--- src/hw/rtl/mis_ram.sv ---
// Simple dual-port RAM: one write port, one registered read port.
module mis_ram #(
	parameter int DW    = 32,
	parameter int AW    = 6,
	parameter int DEPTH = 64
) (
	input  logic          clk,
	input  logic          we,
	input  logic [AW-1:0] waddr,
	input  logic [DW-1:0] wdata,
	input  logic [AW-1:0] raddr,
	output logic [DW-1:0] rdata
);
	logic [DW-1:0] mem_q [DEPTH];
	logic [DW-1:0] rdata_q;

	always_ff @(posedge clk) begin
		if (we) begin
			mem_q[waddr] <= wdata;
		end
		rdata_q <= mem_q[raddr];
	end

	assign rdata = rdata_q;
endmodule

--- config.mk ---
export PLATFORM = sky130hd
export DESIGN_NAME = mis_ram
export DESIGN_NICKNAME = d
export VERILOG_FILES = /design/src/hw/rtl/mis_ram.sv
export SDC_FILE = /design/constraint.sdc
export NUM_CORES = 2
export LEC_CHECK = 0
export BUFFER_PORTS_ARGS = -buffer_cell sky130_fd_sc_hd__buf_2
export CORE_UTILIZATION = 45
export CTS_CLUSTER_SIZE = 40
export DETAILED_ROUTE_END_ITERATION = 10
export MAX_ROUTING_LAYER = met4
export PLACE_DENSITY = 0.68
export SLEW_MARGIN = 20
export SYNTH_ARGS = -nofsm -noshare
export SYNTH_HDL_FRONTEND = slang
export SYNTH_SLANG_ARGS = --single-unit
--- constraint.sdc ---
create_clock -name clk -period 11.85 [get_ports clk]
set_clock_uncertainty 0.1 [all_clocks]
set_input_delay 2.37 -clock clk [delete_from_list [all_inputs] [get_ports clk]]
set_output_delay 2.37 -clock clk [all_outputs]
set_load 0.05 [all_outputs]
# Word-level counts from Yosys, hierarchy flattened
# Memory sizes are Yosys's and may differ from the RTL's. A register that Yosys moved wholly into a read port is not among the register bits.
# Cells that the tools add are included.
# word_totals
ramBits	2048
input_bits	46
output_inout_bits	32
latch_bits	0
mem_count	1
elab_cells	3
ff_bits	0
rom_bits	0
# classes
muxes	2
n_shift	0
reduce_logical	0
multipliers	0
n_lt_le_gt_ge	0
div_mod_pow	0
bitwise_logic	0
addsub	0
eq_ne	0
# memory_table
memory	words	word_bits	read_ports	rd_clocked_by_memory_dff	wr	line	source
mem_q	64	32	1	1	1	14	logic [DW-1:0] mem_q [DEPTH];
# ops
operator	count
1-bit 2-to-1 mux	2

# Depth between registers and ports, before layout
# logic_depth
ltp_word	2
mapped_depth	10

# Least setup slack after synthesis
# Ideal clock, no wire load.
# synth_timing
kind	input port to flip-flop
from	input port waddr[3]
to	memory mem_q[48][0], enable pin
t_required_ps	11289
path_slack_ps	6220
cell_stages	4
arrival_ps	5069
cell_sequence	clkbuf_1 -> nor2b_1 -> nand4b_1 -> nor3_1
# synth_lines
element	line	source
from (decl)	9	input logic [AW-1:0] waddr,
to (decl)	14	
# No word-level cell before the write port.

==> flow_metrics.env <==
export IMPL_drt_pre_antenna_iters=6
export IMPL_hp_start="mem_q[12][17]"
export IMPL_die_height_um=420
export IMPL_antenna_found_initial=6
export IMPL_cp_arrival_ps=6260
export IMPL_critPathRequiredTime_ps=12440
export IMPL_syn_avg_cell_area_um2=23.6
export IMPL_relSlewSlack_pct=20.1
export IMPL_path_max_fanout=53
export IMPL_drive_above_1_share_pct=29.5
export IMPL_fmax_ghz=0.176
export IMPL_ff2ff_path_depth=4
export IMPL_grt_remaining_overflow=0
export IMPL_setup_tns_ps=0
export IMPL_status="finished clean"
export IMPL_seq_area_um2=62100
export IMPL_hold_end="rdata[17]"
export IMPL_fin_crit_sh_pct=47.8
export IMPL_r2r_slack_ps=9390
export IMPL_core_area_um2=172000
export IMPL_cts_root_buf="clkbuf_16"
export IMPL_multi_input_area_um2=16000
export IMPL_final_hold_violation_count=0
export IMPL_avgViaCountPerCell=6.11
export IMPL_gr_usage_all_layers_pct=23.1
export IMPL_min_path_cells=4
export IMPL_synth_enable_flop_cells=2048
export IMPL_drt_antenna_violating_nets=0
export IMPL_worst_hold_slack_ps=693
export IMPL_synthFlopType="edfxtp_1"
export IMPL_drc_errors=0
export IMPL_area_growth_syn_to_layout_pct=13.1
export IMPL_crit_start="raddr[2]"
export IMPL_maxCapViolCount=0
export IMPL_numCtsBuffers=198
export IMPL_clock_latency_ps=840
export IMPL_vias=36800
export IMPL_start_util_pct=45.5
export IMPL_tightest_slew_ps=1200
export IMPL_n_fill_cell=13100
export IMPL_cts_resized_gates=0
export IMPL_grt_pass1_wl_um=276000
export IMPL_post_cts_buffers=0
export IMPL_timing_rr_start="mem_q[12][18]"
export IMPL_finalNetCount=3585
export IMPL_wl_um=195000
export IMPL_cts_tree="yes"
export IMPL_top_layer="met4"
export IMPL_num_io_pins=78
export IMPL_dieArea_um2=176000
export IMPL_clockBufferDepth=3
export IMPL_crit_type="in2reg"
export IMPL_wire_per_inst_um=32.4
export IMPL_layout_common_cells="2048 x edfxtp_1, 544 x mux4_2, 203 x clkbuf_16, 125 x buf_4, 93 x mux2i_1"
export IMPL_yosys_warnings=0
export IMPL_end_kind="flip-flop"
export IMPL_row_count=152
export IMPL_gp_congestion=0.804
export IMPL_syn_inst=3324
export IMPL_netlist_cell_type_count=34
export IMPL_slew_violations=0
export IMPL_drt_iter0_markers=5410
export IMPL_die_w_um=420
export IMPL_route_met2_wl_um=93900
export IMPL_p_leak_nw=27.4
export IMPL_htreeDepth=4
export IMPL_m1WireLength_um=76600
export IMPL_met3_length_um=18700
export IMPL_powerDensity_nw_per_um2=170
export IMPL_synth_async_sr_flop_share_pct=0
export IMPL_cp_start_kind="input port"
export IMPL_synth_seq_area_share_pct=79.1
export IMPL_r2r_end="rdata[18]"
export IMPL_grt_max_degree=119
export IMPL_clk_pin_slew_ps=60
export IMPL_dpl_hpwl_um=102000
export IMPL_period_minus_slack_ps=5670
export IMPL_cts_hold_buffers=0
export IMPL_cts_sinks=2080
export IMPL_hold_class="reg2reg"
export IMPL_rsz0062_at_grt="false"
export IMPL_peakVddDrop_mv=0.173
export IMPL_finalSetupViolCount=0
export IMPL_ys_seq_elements=2080
export IMPL_netlist_area_um2=78500
export IMPL_port_buffers=77
export IMPL_first_global_vias=36700
export IMPL_final_common_cell="edfxtp_1"
export IMPL_syn_nets=3370
power breakdown:
group / switching [W] / leakage (nW) / internal [W]
sequential: 0.0000301 / 18.7 / 0.00815
combinational: 0.000523 / 5.64 / 0.000267
clock: 0.00266 / 3.10 / 0.00350
per-stage QoR:
stage	power (W)	utilization, %	std cells	instance area (um^2)	setup slack [ps]
4_1_cts	0.0152	51.4	6019	88700	6140
5_1_grt	0.0155	51.5	6021	88800	6020
3_3_place_gp	0.00911	47.8	5648	82400	5220
6_report	0.0151	51.5	6022	88800	6180
2_1_floorplan	0.00877	-	3324	78500	6220
3_5_place_dp	0.00913	47.8	5649	82400	5230
state kept, by name, summed over array words and instances (netlist names):
name	count
rdata	32
mem_q	2048
area by class of cell:
class / instances / share of cell area [%]
Sequential cell: 2080 / 70.0
Multi-Input combinational cell: 1062 / 18.0
Clock buffer: 278 / 6.24
Tap cell: 2310 / 3.26
Timing Repair Buffer: 197 / 1.61
Clock inverter: 92 / 0.895
Antenna cell: 3 / 0.00846
synthesized netlist by cell type, drive strengths merged (4+ instances only):
| master | n | share of area (%) |
|---|---|---|
| o22ai | 84 | 0.67 |
| nor2 | 137 | 0.65 |
| a311oi | 8 | 0.089 |
| buf | 108 | 0.77 |
| nand3b | 5 | 0.048 |
| a22oi | 12 | 0.11 |
| or3b | 5 | 0.056 |
| mux2i | 93 | 1.2 |
| nand2 | 26 | 0.12 |
| nand2b | 8 | 0.064 |
| a41o | 4 | 0.051 |
| clkbuf | 74 | 0.35 |
| mux4 | 544 | 16 |
| nor3 | 7 | 0.045 |
| edfxtp | 2048 | 78 |
| and3 | 4 | 0.032 |
| a21oi | 62 | 0.40 |
| nor2b | 15 | 0.12 |
| o221ai | 27 | 0.30 |
| dfxtp | 32 | 0.82 |
| o32ai | 4 | 0.045 |
| nand3 | 5 | 0.032 |
kinds of logic after synthesis:
logic type / Yosys count / synth area share (%)
AND/OR/NAND/NOR: 223 / 1.27
AO/OA/AOI/OAI: 202 / 1.67
buffers and inverters: 182 / 1.13
multiplexers: 637 / 16.8
flip-flops: 2080 / 79.1
worst max-delay path, stage by stage:
cell,delay (ps)
buf_8,350
buf_4,660
buf_4,770
nand2_1,650
o22ai_1,340
nor2_1,170
a21oi_1,690
nor2_1,80
worst max-delay path by stage:
stage,slack (ps),end
2_1_floorplan,6220,mem_q[48][0]
3_3_place_gp,5220,rdata[25]
3_5_place_dp,5230,rdata[25]
4_1_cts,6140,rdata[25]
5_1_grt,6020,rdata[25]
6_report,6180,rdata[31]
layer usage:
metal  GRT usage, %  vias up
met1           31.6    19900
met4           7.38        0
met3           4.43      297
met5              -        -
li1               -    14700
met2           35.4     1910
(Power assumes the default switching activity.)
