`src/hw/rtl/mis_pkg.sv`:
```
// Shared payload types for the merge-insertion sorter.
package mis_pkg;

	typedef struct packed {
		logic signed [31:0] value;
		logic               last;
	} item_t;

	typedef struct packed {
		logic signed [31:0] value_res;
		logic               last_res;
		logic               truncated;
	} res_t;

	typedef struct packed {
		logic less;
		logic go_low;
	} cmp_res_t;

endpackage

```
`src/hw/rtl/mis_cmp.sv`:
```
// Shared signed comparator with binary-search bound update.
module mis_cmp #(
	parameter int IW = 7
) (
	input  logic signed [31:0] op_a,
	input  logic signed [31:0] op_b,
	input  logic signed [IW:0] mid,
	output mis_pkg::cmp_res_t  res,
	output logic signed [IW:0] lo_nx,
	output logic signed [IW:0] hi_nx
);
	assign res.less   = op_a < op_b;
	assign res.go_low = op_a < op_b;
	assign lo_nx      = mid + (IW+1)'(1);
	assign hi_nx      = mid - (IW+1)'(1);
endmodule

```
`config.mk`:
```
export PLATFORM = sky130hd
export DESIGN_NAME = mis_cmp
export DESIGN_NICKNAME = d
export VERILOG_FILES = /design/src/hw/rtl/mis_pkg.sv /design/src/hw/rtl/mis_cmp.sv
export SDC_FILE = /design/constraint.sdc
export NUM_CORES = 1
export LEC_CHECK = 0
export BUFFER_PORTS_ARGS = -buffer_cell sky130_fd_sc_hd__buf_2
export CAP_MARGIN = 15
export CORE_AREA = 2 2 54 56
export DETAILED_ROUTE_END_ITERATION = 7
export DIE_AREA = 0 0 56 58
export GPL_TIMING_DRIVEN = 0
export PLACE_DENSITY = 0.83
export SLEW_MARGIN = 20
export SYNTH_ARGS = -nofsm -noshare
export SYNTH_HDL_FRONTEND = slang
export SYNTH_SLANG_ARGS = --single-unit
```
`constraint.sdc`:
```
create_clock -name vclk -period 2.3
set_clock_uncertainty 0.2 [all_clocks]
set_input_delay 0.23 -clock vclk [all_inputs]
set_output_delay 0.23 -clock vclk [all_outputs]
set_load 0.03 [all_outputs]
```
=== Word level (Yosys, flattened, before mapping) ===
Index checks and enable logic that the tools add are counted.

* Add/sub/neg operators: 2
* $lt $le $gt $ge: 1

{| class="wikitable"
|+ Operators by type and width
! kind !! number
|-
| less-than comparator 32 bit || 1
|-
| adder 8 x 2 -> 8 bit, second input constant || 1
|-
| subtractor 8 x 2 -> 8 bit, second input constant || 1
|}

* Input port bits: 72
* Word-level logic and storage cells: 3
* Output and inout port bits: 18
* Flip-flop bits (word level): 0

=== Logic depth before layout (Yosys ltp) ===
Gate-level depths: netlist of run 1.

* Word-level depth: 1
* Mapped depth: 9
* Mapped depth without buffers: 8

=== Least setup slack after synthesis of run 1 ===
Ideal clock, no wire load.

* Path type: input to output
* From: input port op_b[13]
* To: output port res[1] (netlist name)
* Buffers on the path: 1
* Stages: 9
* Setup slack: -0.354 ns
* Arrival time: 2.224 ns
* Required time: 1.870 ns
* Cells stage by stage: inv_1 -> ha_1 -> a211oi_2 -> nor2_1 -> a211o_1 -> a311oi_2 -> o21ai_1 -> mux2i_1 -> buf_4

{| class="wikitable"
|+ RTL lines
! item !! RTL line !! RTL
|-
| from (decl) || mis_cmp.sv:6 || <nowiki>input logic signed [31:0] op_b,</nowiki>
|-
| to (decl) || mis_cmp.sv:8 || <nowiki>output mis_pkg::cmp_res_t res,</nowiki>
|}

==> results of run 1 <==
==> final cells by class <==
type | count | area (um^2) | area share [%]
multi-input combinational | 105 | 1050 | 61.2
timing repair buffer | 89 | 467 | 27.2
inverter | 36 | 138 | 8.02
tap | 31 | 38.8 | 2.26
buffer | 3 | 23.8 | 1.38
==> cells in the final DEF, fill, tap and decap left out, types with 2 or more instances in the layout <==
cell / n
a21o_1: 4
a21oi_1: 8
and3_1: 3
buf_2: 86
buf_4: 2
buf_6: 4
ha_1: 22
ha_4: 11
inv_1: 33
inv_2: 2
nand2_1: 6
nand2b_1: 2
nand3_1: 7
nand4_1: 6
nor2_1: 3
nor3_1: 2
o21ai_0: 2
o21ai_1: 2
xnor2_1: 6
xor2_1: 6
==> metal layers <==
layer / routed length (um) / track usage [%] / vias up
met1: 1090 / 16.9 / 538
met4: 8 / 0.680 / 0
li1: - / - / 673
met2: 1470 / 32.4 / 66
met5: 0 / 0 / -
met3: 313 / 2.68 / 2
==> Yosys cell counts <==
library cell and n:
a211o_1 1, ha_1 33, and3_1 3, nor4b_1 1, nor2_1 3, xnor2_1 6, or4_4 1, a211oi_2 1
o21ai_0 3, buf_2 1, nor3_1 3, buf_6 1, o21ai_1 2, a221oi_1 1, a21oi_1 9, a311oi_2 1
nand2b_1 2, o21a_1 1, nor2_2 1, and4_1 1, a31oi_1 1, nand3_1 7, xor2_1 6, mux2i_1 1
nor4_2 1, a21o_1 4, nand4_1 6, nand2_1 6, inv_1 36, buf_4 2
==> logic make-up (layout without fill, tap and decap cells) <==
logic type                 after synthesis  count (layout)  synth area share [%]
xor gates and xnor gates                12              12                  9.98
and+or+nand+nor                         35              35                  19.0
AOI/OAI and AO/OA                       24              24                  15.1
adders and majority gates               33              33                  39.2
muxes                                    1               1                 0.950
buffers and inverters                   40             128                  15.8
==> critical path, cell delays in order <==
cell      delay [ps]
buf_6             90
inv_4             40
ha_4             200
a211oi_2         170
nor2_1            70
a211o_1          270
a311oi_2         270
o21ai_2          120
mux2i_4          200
buf_6            160
==> power groups by stage <==
stage / sequential, mW / combinational (mW) / clock (mW)
floorplan: 0 / 0.199 / 0
global placement: 0 / 0.307 / 0
detailed placement: 0 / 0.314 / 0
CTS: 0 / 0.318 / 0
global route: 0 / 0.385 / 0
finish: 0 / 0.346 / 0
==> worst paths after layout <==
check                    start        to  slack, ps  cells after the start
worst max-delay path  op_b[13]    res[1]         50                     10
worst min-delay path    mid[7]  hi_nx[7]        590                      3
==> repair_timing <==
action	4_1_cts	5_1_grt
gates resized for setup	6	17
setup endpoints to repair	2	2
pin swaps	4	10
setup buffers	1	0
hold buffers	0	0
==> per-stage QoR <==
stage | util, % | std cells | hold slack, ps | area, um^2
final | 64.5 | 264 | 594 | 1720
after global routing | 64.5 | 264 | 610 | 1720
after CTS | 59.5 | 264 | 596 | 1590
after detailed placement | 58.8 | 264 | 591 | 1570
after global placement | 58.8 | 264 | 594 | 1570
after floorplan | - | 145 | 395 | 1090
==> run_results.csv, run 1 <==
group,metric,value,unit
place,place_ws,-141,ps
power_and_ir_drop,power.internal,0.163,mW
critical_path,start_kind,"input pin",
global_route,grt_max_degree,9,
layout,syn_to_final_growth,62.9,%
die,initial_utilization,39.6,%
timing,setup_tns,0,ps
power_and_ir_drop,peakVddDrop,0.137,mV
logic_synthesis,synth_cells,145,
timing,slew_viol_final,0,
die,fp.dieW,56,um
layout,fill_cells,236,
routing,dr.first_iter.drc_count,34,
timing,period_minus_slack,2250,ps
routing,wl,2.88,mm
layout,n_clock_buffer,0,
die,die_area,3250,um^2
die,core_area,2660,um^2
timing,max_slew_margin,77.9,%
timing,setup_viol,0,
timing,fmax,0.444,GHz
timing,period_share,97.9,%
routing,num_vias,1279,
die,rows,19,
place,io_buffers,88,
logic_synthesis,synth_nets,250,
logic_synthesis,yosysWarnings,0,
critical_path,end_kind,"output pin",
global_route,track_usage,15.5,%
flow_run,max-cap-violations,0,
layout,seq_area,0,um^2
routing,dr.pass1.iters,4,
logic_synthesis,yosys-top-cells-area,"ha_1 (39%), inv_1 (13%), xnor2_1 (5.0%)",
global_route,grt_pass1_vias,1188,
critical_path,worstSetupPathType,"in -> out",
power_and_ir_drop,powerDensity,202,nW/um^2
global_route,grt_pass1_wl,4.38,mm
layout,n_antenna_cell,0,
logic_synthesis,synth_area_leader_cell,"ha_1",
routing,wl_per_cell,10.9,um
timing,finalHoldViolations,0,
critical_path,crit_arrival,1820,ps
timing,timing.final.ws_setup,48.3,ps
routing,drc,0,
power_and_ir_drop,p_leak,0.990,nW
critical_path,cp_max_fo,2,
logic_synthesis,netlist.area_leader.share,39.2,%
die,die_h,58,um
power_and_ir_drop,p_comb_share,100.0,%
layout,layout-drive-gt1-share,49.4,%
power_and_ir_drop,power_frac_seq,0,%
power_and_ir_drop,p_switching,0.184,mW
place,gp_congestion,0.797,
hold_path,hold_path_class,"in -> out",
global_route,grt-ovfl-total,0,
place,dpl.hpwl,2.39,mm
routing,postRouteAntennaNets,0,
layout,seq_cell_count,0,
logic_synthesis,synth_area,1050,um^2
logic_synthesis,ys_types,30,
critical_path,cp.required,1870,ps
routing,via_per_inst,4.84,
run_status,status,"completed",
global_route,antenna_found_initial,0,
timing,tightest_slew,327,ps
power_and_ir_drop,swShare,53.1,%
logic_synthesis,seq_area_frac_synth,0,%
logic_synthesis,synth_area_per_cell,7.27,um^2
power_and_ir_drop,power,0.346,mW
power_and_ir_drop,p_clk_share,0,%
die,ioPinCount,90,
layout,nNetsFinal,340,
(Power assumes the default switching activity.)
==> inputs of run 2 (changes only) <==
REMOVE_ABC_BUFFERS = 1   (was not set)
==> run_results.csv, run 2 (same netlist as run 1, synthesis figures left out) <==
group,metric,value,unit
run_status,status,"completed",
critical_path,start_kind,"input pin",
timing,tightest_slew,393,ps
timing,max_slew_margin,73.4,%
place,gp_congestion,0.756,
timing,finalHoldViolations,0,
routing,via_per_inst,4.81,
power_and_ir_drop,power.internal,0.148,mW
global_route,grt_pass1_vias,1271,
routing,postRouteAntennaNets,0,
layout,seq_cell_count,0,
power_and_ir_drop,powerDensity,197,nW/um^2
layout,layout-drive-gt1-share,47.6,%
layout,final_common_cell,"buf_2",
timing,fmax,0.444,GHz
layout,n_antenna_cell,0,
layout,final_cells,264,
power_and_ir_drop,p_clk_share,0,%
die,die_h,58,um
die,core_area,2660,um^2
routing,drc,0,
layout,seq_area,0,um^2
critical_path,cp_max_fo,2,
die,die_area,3250,um^2
timing,grt_setup_unrepaired,"yes",
layout,n_clock_buffer,0,
timing,setup_viol,0,
place,place_ws,-137,ps
routing,dr.pass1.iters,4,
cts,hold_buffers,0,
place,io_buffers,90,
critical_path,cp.required,1870,ps
timing,setup_tns,0,ps
power_and_ir_drop,swShare,54.0,%
power_and_ir_drop,p_switching,0.173,mW
timing,timing.final.ws_setup,46.7,ps
layout,syn_to_final_growth,55.2,%
timing,period_minus_slack,2250,ps
die,rows,19,
global_route,grt_pass1_wl,4.77,mm
power_and_ir_drop,power_frac_seq,0,%
critical_path,end_kind,"output pin",
critical_path,crit_arrival,1820,ps
flow_run,max-cap-violations,0,
critical_path,crit_chain,"buf_2 > inv_2 > ha_2 > nand4_1 > nor2_2 > a211o_1 > a311oi_2 > o21ai_1 > mux2i_1 > buf_4",
die,initial_utilization,39.6,%
timing,slew_viol_final,0,
hold_path,hold_path_class,"in -> out",
place,dpl.hpwl,2.38,mm
layout,final_cell_mix,"buf_2 (87), inv_1 (31), ha_1 (25)",
die,fp.dieW,56,um
routing,dr.first_iter.drc_count,22,
layout,nNetsFinal,340,
place,dp.cells,262,
global_route,grt_max_degree,9,
timing,fin_worst_hold_slack,591,ps
global_route,track_usage,17.4,%
critical_path,max_stage_delay,270,ps
global_route,grt-ovfl-total,0,
layout,fin_util,61.4,%
timing,period_share,98.0,%
power_and_ir_drop,p_leak,0.979,nW
global_route,antenna_found_initial,0,
critical_path,slowest_stage,"a311oi_2",
routing,wl_per_cell,10.2,um
layout,stdcell_area,1640,um^2
critical_path,worstSetupPathType,"in -> out",
place,dpl_cell_area,1510,um^2
power_and_ir_drop,p_comb_share,100.0,%
die,ioPinCount,90,
power_and_ir_drop,peakVddDrop,0.145,mV
power_and_ir_drop,power,0.321,mW
routing,wl,2.68,mm
routing,num_vias,1270,
## run 2: cell count changes in the layout (fill, tap and decap cells not counted), moves of 2 or more
cell / previous run / this run
buf_6: 4 / 1
ha_4: 11 / 7
inv_1: 33 / 31
inv_2: 2 / 4
buf_4: 2 / 4
ha_1: 22 / 25
## run 2: worst max-delay path: cells and delay by family
kind	cells	cell delay (ps)
AO/OA/AOI/OAI	3	640
buffers and inverters	3	350
adder cells (fa/ha/maj)	1	250
multiplexers	1	200
AND/OR/NAND/NOR	2	160
## run 2: path summary, 6_finish.rpt
check             startpoint        to  slack (ps)  cells after the start
setup / recovery    op_b[12]    res[1]          50                     10
hold / removal        mid[7]  lo_nx[7]         590                      3
## run 2: layer usage
metal,GRT usage [%],vias up,wire (um)
li1,-,672,-
met1,17.4,543,994
met2,39.0,51,1450
met3,1.34,4,198
met4,1.70,0,35
met5,0,-,0
## run 2: what timing repair did
item | 4_1_cts | 5_1_grt
setup endpoints to repair | 2 | 2
gates resized for setup | 12 | 7
buffers inserted | 1 | 1
pin swaps | 9 | 8
## run 2: area by class of cell
type                       instances  area [um^2]
fill                             266         1030
timing repair buffer              92          477
tap                               31         38.8
multi-input combinational        105          982
inverter                          36          138
## run 2: power by group through the flow
stage                     logic (mW)  clock network [mW]  registers (mW)
final                          0.321                   0               0
after global routing           0.363                   0               0
after floorplan                0.179                   0               0
after detailed placement       0.297                   0               0
after global placement         0.291                   0               0
after CTS                      0.321                   0               0
